File: src/rtl/scle_pkg.sv
// ----------------------------------------------------------------------------
// scle_pkg: shared types and constants
// Scancode set 1 character ROM, result kinds, decode actions, control types.
// ----------------------------------------------------------------------------
package scle_pkg;

  localparam int LINE_DEPTH = 20;
  localparam int FILL_W     = $clog2(LINE_DEPTH);
  localparam int LEN_W      = 5;
  localparam int CNT_W      = 16;

  localparam logic [FILL_W-1:0] FILL_MAX = FILL_W'(LINE_DEPTH - 1);
  localparam logic [CNT_W-1:0]  CNT_SAT  = {CNT_W{1'b1}};

  localparam logic [6:0] CODE_FIRST     = 7'h01;
  localparam logic [6:0] CODE_LAST      = 7'h58;
  localparam logic [6:0] CODE_BACKSPACE = 7'h0e;
  localparam logic [6:0] CODE_PREFIX1   = 7'(8'he0 & 8'h7f);
  localparam logic [6:0] CODE_PREFIX2   = 7'(8'he1 & 8'h7f);
  localparam logic [7:0] RELEASE_BIT    = 8'h80;
  localparam logic [7:0] NONE_CH        = 8'hff;
  localparam logic [7:0] NEWLINE_CH     = 8'h0a;

  // character for codes 0x01..0x58, entry 0 is code 0x01
  localparam logic [7:0] CHAR_ROM [0:87] = '{
    8'hff, 8'h31, 8'h32, 8'h33, 8'h34, 8'h35, 8'h36, 8'h37, 8'h38, 8'h39, 8'h30,
    8'h2d, 8'h3d, 8'hff, 8'h09, 8'h71, 8'h77, 8'h65, 8'h72, 8'h74, 8'h79, 8'h75,
    8'h69, 8'h6f, 8'h70, 8'h5b, 8'h5d, 8'h0a, 8'hff, 8'h61, 8'h73, 8'h64, 8'h66,
    8'h67, 8'h68, 8'h6a, 8'h6b, 8'h6c, 8'h3b, 8'h27, 8'h60, 8'hff, 8'h5c, 8'h7a,
    8'h78, 8'h63, 8'h76, 8'h62, 8'h6e, 8'h6d, 8'h2c, 8'h2e, 8'h2f, 8'hff, 8'h2a,
    8'hff, 8'h20, 8'hff, 8'hff, 8'hff, 8'hff, 8'hff, 8'hff, 8'hff, 8'hff, 8'hff,
    8'hff, 8'hff, 8'hff, 8'hff, 8'h37, 8'h38, 8'h39, 8'h2d, 8'h34, 8'h35, 8'h36,
    8'h2b, 8'h31, 8'h32, 8'h33, 8'h30, 8'h2e, 8'h61, 8'h62, 8'h5c, 8'hff, 8'hff
  };

  typedef enum logic [1:0] {
    KIND_STATUS = 2'd0,
    KIND_LINE   = 2'd1,
    KIND_FAULT  = 2'd2
  } kind_t;

  typedef enum logic [3:0] {
    ACT_HELD,
    ACT_SKIP,
    ACT_PFX1,
    ACT_PFX2,
    ACT_FAULT,
    ACT_NONE,
    ACT_BKSP,
    ACT_EMIT,
    ACT_DROP,
    ACT_APPEND
  } act_t;

  typedef enum logic [1:0] {
    S_IDLE,
    S_EXEC,
    S_STAT,
    S_EMIT
  } state_t;

  typedef struct packed {
    logic capture;
    logic exec;
    logic stat_load;
    logic emit_load;
  } cmd_t;

  typedef struct packed {
    logic is_emit;
    logic emit_last;
    logic out_free;
  } stat_t;

  typedef struct packed {
    kind_t            kind;
    logic [7:0]       character;
    logic             last;
    logic [LEN_W-1:0] line_length;
    logic [CNT_W-1:0] overflow_count;
  } res_t;

endpackage

File: src/rtl/scle_out_stage.sv
// ----------------------------------------------------------------------------
// scle_out_stage: result output register
// Holds one result item until the downstream side takes it.
// ----------------------------------------------------------------------------
module scle_out_stage (
  input  logic          clk,
  input  logic          rst_n,
  input  logic          load,
  input  scle_pkg::res_t load_data,
  output logic          free,
  input  logic          out_tready,
  output logic          out_tvalid,
  output scle_pkg::res_t out_data
);
  import scle_pkg::*;

  logic valid_r;
  logic valid_nxt;
  res_t data_r;

  assign free       = !valid_r || out_tready;
  assign out_tvalid = valid_r;
  assign out_data   = data_r;

  always_comb begin
    valid_nxt = valid_r;
    if (load) begin
      valid_nxt = 1'b1;
    end else if (out_tready) begin
      valid_nxt = 1'b0;
    end
  end

  always_ff @(posedge clk) begin
    if (!rst_n) begin
      valid_r <= 1'b0;
    end else begin
      valid_r <= valid_nxt;
    end
  end

  always_ff @(posedge clk) begin
    if (load) begin
      data_r <= load_data;
    end
  end

endmodule

File: src/rtl/scle_dpath.sv
// ----------------------------------------------------------------------------
// scle_dpath: scancode decode and line datapath
// Decodes the held byte, keeps skip, fill, overflow and fault state, and owns
// the line store with its registered read port.
// ----------------------------------------------------------------------------
module scle_dpath (
  input  logic           clk,
  input  logic           rst_n,
  input  scle_pkg::cmd_t cmd,
  output scle_pkg::stat_t stat,
  input  logic           out_free,
  input  logic [7:0]     in_byte,
  output scle_pkg::res_t result
);
  import scle_pkg::*;

  logic [7:0]        byte_r;
  logic [1:0]        skip_r, skip_nxt;
  logic [FILL_W-1:0] fill_r, fill_nxt;
  logic [CNT_W-1:0]  drop_r, drop_nxt;
  logic              fault_r, fault_nxt;
  logic [FILL_W-1:0] emit_n_r;
  logic [FILL_W-1:0] rd_idx_r, rd_idx_nxt;
  logic [7:0]        rd_data_r;
  logic [7:0]        line_mem [LINE_DEPTH];

  logic [6:0] code;
  logic       press;
  logic       in_range;
  logic [7:0] ch;
  act_t       act;

  assign code     = byte_r[6:0];
  assign press    = (byte_r & RELEASE_BIT) == 8'h00;
  assign in_range = (code >= CODE_FIRST) && (code <= CODE_LAST);
  assign ch       = in_range ? CHAR_ROM[code - 7'd1] : NONE_CH;

  always_comb begin
    if (fault_r) begin
      act = ACT_HELD;
    end else if (skip_r != 2'd0) begin
      act = ACT_SKIP;
    end else if (code == CODE_PREFIX1) begin
      act = ACT_PFX1;
    end else if (code == CODE_PREFIX2) begin
      act = ACT_PFX2;
    end else if (!in_range) begin
      act = ACT_FAULT;
    end else if (!press) begin
      act = ACT_NONE;
    end else if (code == CODE_BACKSPACE && fill_r != '0) begin
      act = ACT_BKSP;
    end else if (ch == NEWLINE_CH) begin
      act = (fill_r != '0) ? ACT_EMIT : ACT_NONE;
    end else if (fill_r >= FILL_MAX) begin
      act = ACT_DROP;
    end else if (ch != NONE_CH) begin
      act = ACT_APPEND;
    end else begin
      act = ACT_NONE;
    end
  end

  always_comb begin
    skip_nxt  = skip_r;
    fill_nxt  = fill_r;
    drop_nxt  = drop_r;
    fault_nxt = fault_r;
    if (cmd.exec) begin
      case (act)
        ACT_SKIP:   skip_nxt  = skip_r - 2'd1;
        ACT_PFX1:   skip_nxt  = 2'd1;
        ACT_PFX2:   skip_nxt  = 2'd2;
        ACT_FAULT:  fault_nxt = 1'b1;
        ACT_BKSP:   fill_nxt  = fill_r - 1'b1;
        ACT_EMIT:   fill_nxt  = '0;
        ACT_DROP: begin
          if (drop_r != CNT_SAT) begin
            drop_nxt = drop_r + 1'b1;
          end
        end
        ACT_APPEND: fill_nxt  = fill_r + 1'b1;
        default: ;
      endcase
    end
  end

  // read address runs one step ahead so each emit cycle finds its char ready
  always_comb begin
    rd_idx_nxt = rd_idx_r;
    if (cmd.exec) begin
      rd_idx_nxt = '0;
    end else if (cmd.emit_load) begin
      rd_idx_nxt = rd_idx_r + 1'b1;
    end
  end

  always_ff @(posedge clk) begin
    if (!rst_n) begin
      skip_r  <= 2'd0;
      fill_r  <= '0;
      drop_r  <= '0;
      fault_r <= 1'b0;
    end else begin
      skip_r  <= skip_nxt;
      fill_r  <= fill_nxt;
      drop_r  <= drop_nxt;
      fault_r <= fault_nxt;
    end
  end

  always_ff @(posedge clk) begin
    if (cmd.capture) begin
      byte_r <= in_byte;
    end
    if (cmd.exec && act == ACT_EMIT) begin
      emit_n_r <= fill_r;
    end
    rd_idx_r <= rd_idx_nxt;
  end

  always_ff @(posedge clk) begin
    if (cmd.exec && act == ACT_APPEND) begin
      line_mem[fill_r] <= ch;
    end
    rd_data_r <= line_mem[rd_idx_nxt];
  end

  assign stat.is_emit   = (act == ACT_EMIT);
  assign stat.emit_last = ({1'b0, rd_idx_r} + 1'b1) == {1'b0, emit_n_r};
  assign stat.out_free  = out_free;

  always_comb begin
    result.overflow_count = drop_r;
    result.line_length    = LEN_W'(fill_r);
    if (cmd.emit_load) begin
      result.kind      = KIND_LINE;
      result.character = rd_data_r;
      result.last      = stat.emit_last;
    end else begin
      result.kind      = fault_r ? KIND_FAULT : KIND_STATUS;
      result.character = 8'h00;
      result.last      = 1'b1;
    end
  end

endmodule

File: src/rtl/scle_ctrl.sv
// ----------------------------------------------------------------------------
// scle_ctrl: sequencing state machine
// Takes one byte, runs its update, then sends a status item or walks the
// line out one character per cycle while the output register is free.
// ----------------------------------------------------------------------------
module scle_ctrl (
  input  logic            clk,
  input  logic            rst_n,
  input  logic            in_tvalid,
  output logic            in_tready,
  input  scle_pkg::stat_t stat,
  output scle_pkg::cmd_t  cmd
);
  import scle_pkg::*;

  state_t state_r, state_nxt;

  always_comb begin
    state_nxt = state_r;
    case (state_r)
      S_IDLE: begin
        if (in_tvalid) begin
          state_nxt = S_EXEC;
        end
      end
      S_EXEC: begin
        state_nxt = stat.is_emit ? S_EMIT : S_STAT;
      end
      S_STAT: begin
        if (stat.out_free) begin
          state_nxt = S_IDLE;
        end
      end
      S_EMIT: begin
        if (stat.out_free && stat.emit_last) begin
          state_nxt = S_IDLE;
        end
      end
      default: state_nxt = S_IDLE;
    endcase
  end

  always_comb begin
    in_tready     = 1'b0;
    cmd           = '0;
    case (state_r)
      S_IDLE: begin
        in_tready   = 1'b1;
        cmd.capture = in_tvalid;
      end
      S_EXEC: cmd.exec      = 1'b1;
      S_STAT: cmd.stat_load = stat.out_free;
      S_EMIT: cmd.emit_load = stat.out_free;
      default: ;
    endcase
  end

  always_ff @(posedge clk) begin
    if (!rst_n) begin
      state_r <= S_IDLE;
    end else begin
      state_r <= state_nxt;
    end
  end

  a_load_needs_slot: assert property (@(posedge clk) disable iff (!rst_n)
    (cmd.stat_load || cmd.emit_load) |-> stat.out_free)
    else $error("result loaded while output register is busy");

  a_accept_to_exec: assert property (@(posedge clk) disable iff (!rst_n)
    (in_tvalid && in_tready) |=> (state_r == S_EXEC))
    else $error("accepted item not executed next cycle");

  a_stat_done: assert property (@(posedge clk) disable iff (!rst_n)
    cmd.stat_load |=> (state_r == S_IDLE) && in_tready)
    else $error("status item did not return to idle");

  a_emit_end: assert property (@(posedge clk) disable iff (!rst_n)
    (cmd.emit_load && stat.emit_last) |=> (state_r == S_IDLE))
    else $error("line emit ran past its last character");

endmodule

File: src/rtl/scancode_line_editor_core.sv
// ----------------------------------------------------------------------------
// scancode_line_editor_core: set 1 scancode line editor
// Turns keyboard bytes into an edited line and emits it on Enter.
// ----------------------------------------------------------------------------
// An accepted byte is captured in S_IDLE and applied in S_EXEC; its first
//   result item is loaded from S_STAT or S_EMIT. No new byte before S_IDLE.
// Enter sends the held line one character per cycle while the output
//   register is free, set by the single line store read port.
// Output stalls hold the sequencer; the next byte is taken while a status
//   item still waits in the output register.
// Reset (rst_n low, synchronous) clears skip, fill, overflow count, fault and
//   handshake state; the line store is not cleared.
module scancode_line_editor_core (
  input  logic        clk,
  input  logic        rst_n,
  input  logic        in_tvalid,
  output logic        in_tready,
  input  logic [7:0]  in_tdata,   // [7:0] scancode
  output logic        out_tvalid,
  input  logic        out_tready,
  output logic [31:0] out_tdata,  // [7:0] character, [12:8] line_length,
                                  // [28:13] overflow_count, [31:29] zero
  output logic [1:0]  out_tuser,  // [1:0] kind
  output logic        out_tlast
);
  import scle_pkg::*;

  cmd_t  cmd;
  stat_t stat;
  res_t  result;
  res_t  out_res;
  logic  out_free;

  scle_ctrl u_ctrl (
    .clk       (clk),
    .rst_n     (rst_n),
    .in_tvalid (in_tvalid),
    .in_tready (in_tready),
    .stat      (stat),
    .cmd       (cmd)
  );

  scle_dpath u_dpath (
    .clk      (clk),
    .rst_n    (rst_n),
    .cmd      (cmd),
    .stat     (stat),
    .out_free (out_free),
    .in_byte  (in_tdata),
    .result   (result)
  );

  scle_out_stage u_out (
    .clk        (clk),
    .rst_n      (rst_n),
    .load       (cmd.stat_load || cmd.emit_load),
    .load_data  (result),
    .free       (out_free),
    .out_tready (out_tready),
    .out_tvalid (out_tvalid),
    .out_data   (out_res)
  );

  assign out_tdata = {3'b000, out_res.overflow_count, out_res.line_length,
                      out_res.character};
  assign out_tuser = out_res.kind;
  assign out_tlast = out_res.last;

endmodule
File: config.mk
export PLATFORM = sky130hd
export DESIGN_NAME = scancode_line_editor_core
export DESIGN_NICKNAME = d
export VERILOG_FILES = /design/src/rtl/scle_pkg.sv /design/src/rtl/scle_out_stage.sv /design/src/rtl/scle_dpath.sv /design/src/rtl/scle_ctrl.sv /design/src/rtl/scancode_line_editor_core.sv
export SDC_FILE = /design/constraint.sdc
export NUM_CORES = 1
export LEC_CHECK = 0
export ABC_AREA = 1
export ABC_CLOCK_PERIOD_IN_PS = 5300
export BUFFER_PORTS_ARGS = -buffer_cell sky130_fd_sc_hd__buf_2
export CAP_MARGIN = 20
export CORE_ASPECT_RATIO = 1.75
export CORE_UTILIZATION = 30
export DETAILED_ROUTE_END_ITERATION = 10
export PLACE_DENSITY = 0.53
export SYNTH_ARGS = -nofsm -noshare
export SYNTH_HDL_FRONTEND = slang
export SYNTH_SLANG_ARGS = --single-unit
File: constraint.sdc
create_clock -name clk -period 5.3 [get_ports clk]
set_clock_uncertainty 0.15 [all_clocks]
set_input_delay 0.53 -clock clk [delete_from_list [all_inputs] [get_ports clk]]
set_output_delay 0.53 -clock clk [all_outputs]
set_load 0.005 [all_outputs]
==> impl_metrics.json <==
{
  "critPathKind": "flop to flop",
  "synth_cell_types": 47,
  "fin_crit_ns": 4.78,
  "cts_buffer_depth": 3,
  "dieArea_sq_um": 38900,
  "ctsHoldBuffers": 0,
  "final_layout_size_suffix_gt1_frac": 0.159,
  "grt_antenna_before_repair": 0,
  "cp_max_fo": 19,
  "clk_pin_slew_ns": 0.06,
  "hp-start": "in_tdata[7]",
  "vias": 8382,
  "period_share": 0.901,
  "max_slew_margin": 0.327,
  "start_util": 0.304,
  "rr_endpoint": "u_dpath.fill_r[4]",
  "fin_hold_ws_ns": 0.0418,
  "power_w": 0.00638,
  "critPathCaptureType": "flop",
  "fmax_mhz": 209,
  "drv_slew": 0,
  "ys.flop_type": "edfxtp_1",
  "dr.pass1.iters": 6,
  "drtIter0Drc": 452,
  "worstPathArrival_ns": 5.08,
  "post-dp-hpwl_microns": 21000,
  "grt_max_degree": 82,
  "io_buffers": 45,
  "antenna_cells": 0,
  "synth-edff-count": 205,
  "synth_top_area_frac": 0.539,
  "grt_pass1_wl_microns": 47400,
  "root_buffer": "clkbuf_16",
  "fin_setup_tns_ns": 0,
  "syn_area_sq_um": 11400,
  "core_area_sq_um": 37500,
  "insertion_delay_ns": 0.54,
  "holdPathStages": 1,
  "seq_area_frac_synth": 0.609,
  "rsz0062_at_grt": "false",
  "final_cell_mix": "edfxtp_1 (205), nand2_1 (175), nor2_1 (163)",
  "finalWorstSetupSlack_ns": 0.524,
  "preCtsSetupSlack_ns": 0.365,
  "required_ns": 5.61,
  "outcome": "finished, final reports clean",
  "h-tree-depth": 1,
  "crit_path_start_kind": "flop",
  "die_h_microns": 260,
  "wl_microns": 30300,
  "reg2reg_depth": 32,
  "place.gp.congestion": 0.921,
  "hold_viol_final": 0,
  "wl_per_cell_microns": 17.8,
  "gr-usage-all-layers": 0.159,
  "hold_end": "u_dpath.byte_r[7]",
  "layout_commonest_cell": "edfxtp_1",
  "reg2reg_slack_ns": 0.52,
  "rows": 94,
  "hp-class": "primary input to flop",
  "grt_overflow": 0,
  "cts_buffers": 24,
  "die_w_microns": 150,
  "top_level_ports": 49,
  "cpMostUsedCell": "nand2_1",
  "cts_tree": "done",
  "p_per_area_nw_per_um2": 484,
  "cap_viol_max_count": 0,
  "synth.avg_cell_area_sq_um": 10.1,
  "setup_viol": 0,
  "slowest_stage": "edfxtp_1",
  "drc": 0,
  "cts_sinks": 245,
  "area_growth_pct": 15.6,
  "antenna_left": 0,
  "synthArstFlopShare": 0,
  "slowest_delay_ns": 0.49,
  "yosys_warnings": 0,
  "avgViaCountPerCell": 4.92,
  "synth_area_leader_cell": "edfxtp_1",
  "synth_seq_cells": 245,
  "p_leak_nw": 4.74,
  "irDropWorstVdd_uv": 289,
  "final_util": 0.352,
  "r2r-start": "u_dpath.byte_r[0]",
  "grt_pass1_vias": 8630,
  "ys_top_cells_by_area": "edfxtp_1 (54%), dfxtp_1 (7.0%), nand2_1 (5.8%)",
  "worst_slew_pin_slew_ns": 1.01,
  "netlist_instances": 1128,
  "nets": 1232
}
[synth_stat cells (5+ instances only)]
| library cell | number |
|---|---|
| a21oi_1 | 30 |
| a21oi_2 | 12 |
| a31oi_1 | 9 |
| buf_4 | 6 |
| clkbuf_1 | 32 |
| dfxtp_1 | 40 |
| edfxtp_1 | 205 |
| ha_1 | 15 |
| inv_1 | 86 |
| inv_2 | 7 |
| nand2_1 | 175 |
| nand2_2 | 22 |
| nand2_4 | 5 |
| nand3_1 | 80 |
| nand4_1 | 9 |
| nor2_1 | 165 |
| nor3_1 | 16 |
| o211ai_1 | 12 |
| o21ai_0 | 94 |
| o21ai_1 | 5 |
| o221ai_1 | 21 |
| o22ai_1 | 23 |
| xor2_1 | 17 |
[cells by family after synthesis]
| logic type | Yosys count | synth area share |
|---|---|---|
| adders and majority gates | 16 | 0.0182 |
| xor gates and xnor gates | 21 | 0.0161 |
| DFF | 245 | 0.609 |
| other | 1 | 0.000328 |
| buffers and inverters | 143 | 0.0540 |
| and+or+nand+nor | 489 | 0.189 |
| AOI/OAI and AO/OA | 213 | 0.113 |
[layout make-up]
class / instances / area, sq um
Clock buffer: 32 / 683
Clock inverter: 12 / 109
Fill cell: 3764 / 24300
Inverter: 97 / 379
Multi-Input combinational cell: 750 / 3920
Sequential cell: 245 / 6960
Tap cell: 480 / 601
Timing Repair Buffer: 86 / 549
[worst max path at each step]
stage / to / from / slack, ns / cells after the start
floorplan: u_dpath.fill_r[4] / u_dpath.byte_r[1] / 0.83 / 34
global placement: u_dpath.fill_r[4] / u_dpath.byte_r[0] / 0.40 / 34
detailed placement: u_dpath.fill_r[4] / u_dpath.byte_r[0] / 0.37 / 33
CTS: u_dpath.fill_r[4] / u_dpath.byte_r[0] / 0.39 / 33
global route: u_dpath.fill_r[4] / u_dpath.byte_r[0] / 0.004 / 32
finish: u_dpath.fill_r[4] / u_dpath.byte_r[0] / 0.52 / 32
[power by group]
group | internal [W] | switching, W
Sequential | 0.00247 | 0.000101
Combinational | 0.000578 | 0.00154
Clock | 0.000966 | 0.000729
[worst max-delay path: cells and delay by family (launching register included)]
family	cells	cell delay, ns
fa+ha+maj	3	1.17
compound gates	2	0.20
flops	1	0.49
buf+inv	3	0.48
simple gates	23	2.01
xor+xnor	1	0.18
[timing repair]
| action | CTS | global route |
|---|---|---|
| gates resized for setup | 0 | 4 |
| endpoints found under the setup margin | 0 | 2 |
| endpoints found under the hold margin | 0 | 0 |
| setup buffers | 0 | 4 |
[through the flow]
step	instances	area (sq um)
after floorplan	1138	11500
after global placement	1654	12400
after detailed placement	1654	12400
after CTS	1698	13200
after global routing	1702	13200
final	1702	13200
[registers in the layout (all words and copies together) (netlist names)]
register and flops:
u_ctrl.state_r 2, u_dpath.byte_r 8, u_dpath.drop_r 16, u_dpath.emit_n_r 5, u_dpath.fault_r 1, u_dpath.fill_r 5
u_dpath.line_mem 160, u_dpath.rd_data_r 8, u_dpath.rd_idx_r 5, u_dpath.skip_r 2, u_out.out_data 32, u_out.out_tvalid 1
[per-layer routing]
layer	GRT usage	wire length, microns	up-vias
met5	0	0	-
met2	0.319	17200	191
li1	-	-	4070
met4	0.0649	1020	0
met1	0.162	11200	4060
met3	0.0151	915	61
Note: power is estimated with default switching activity, not from simulation.
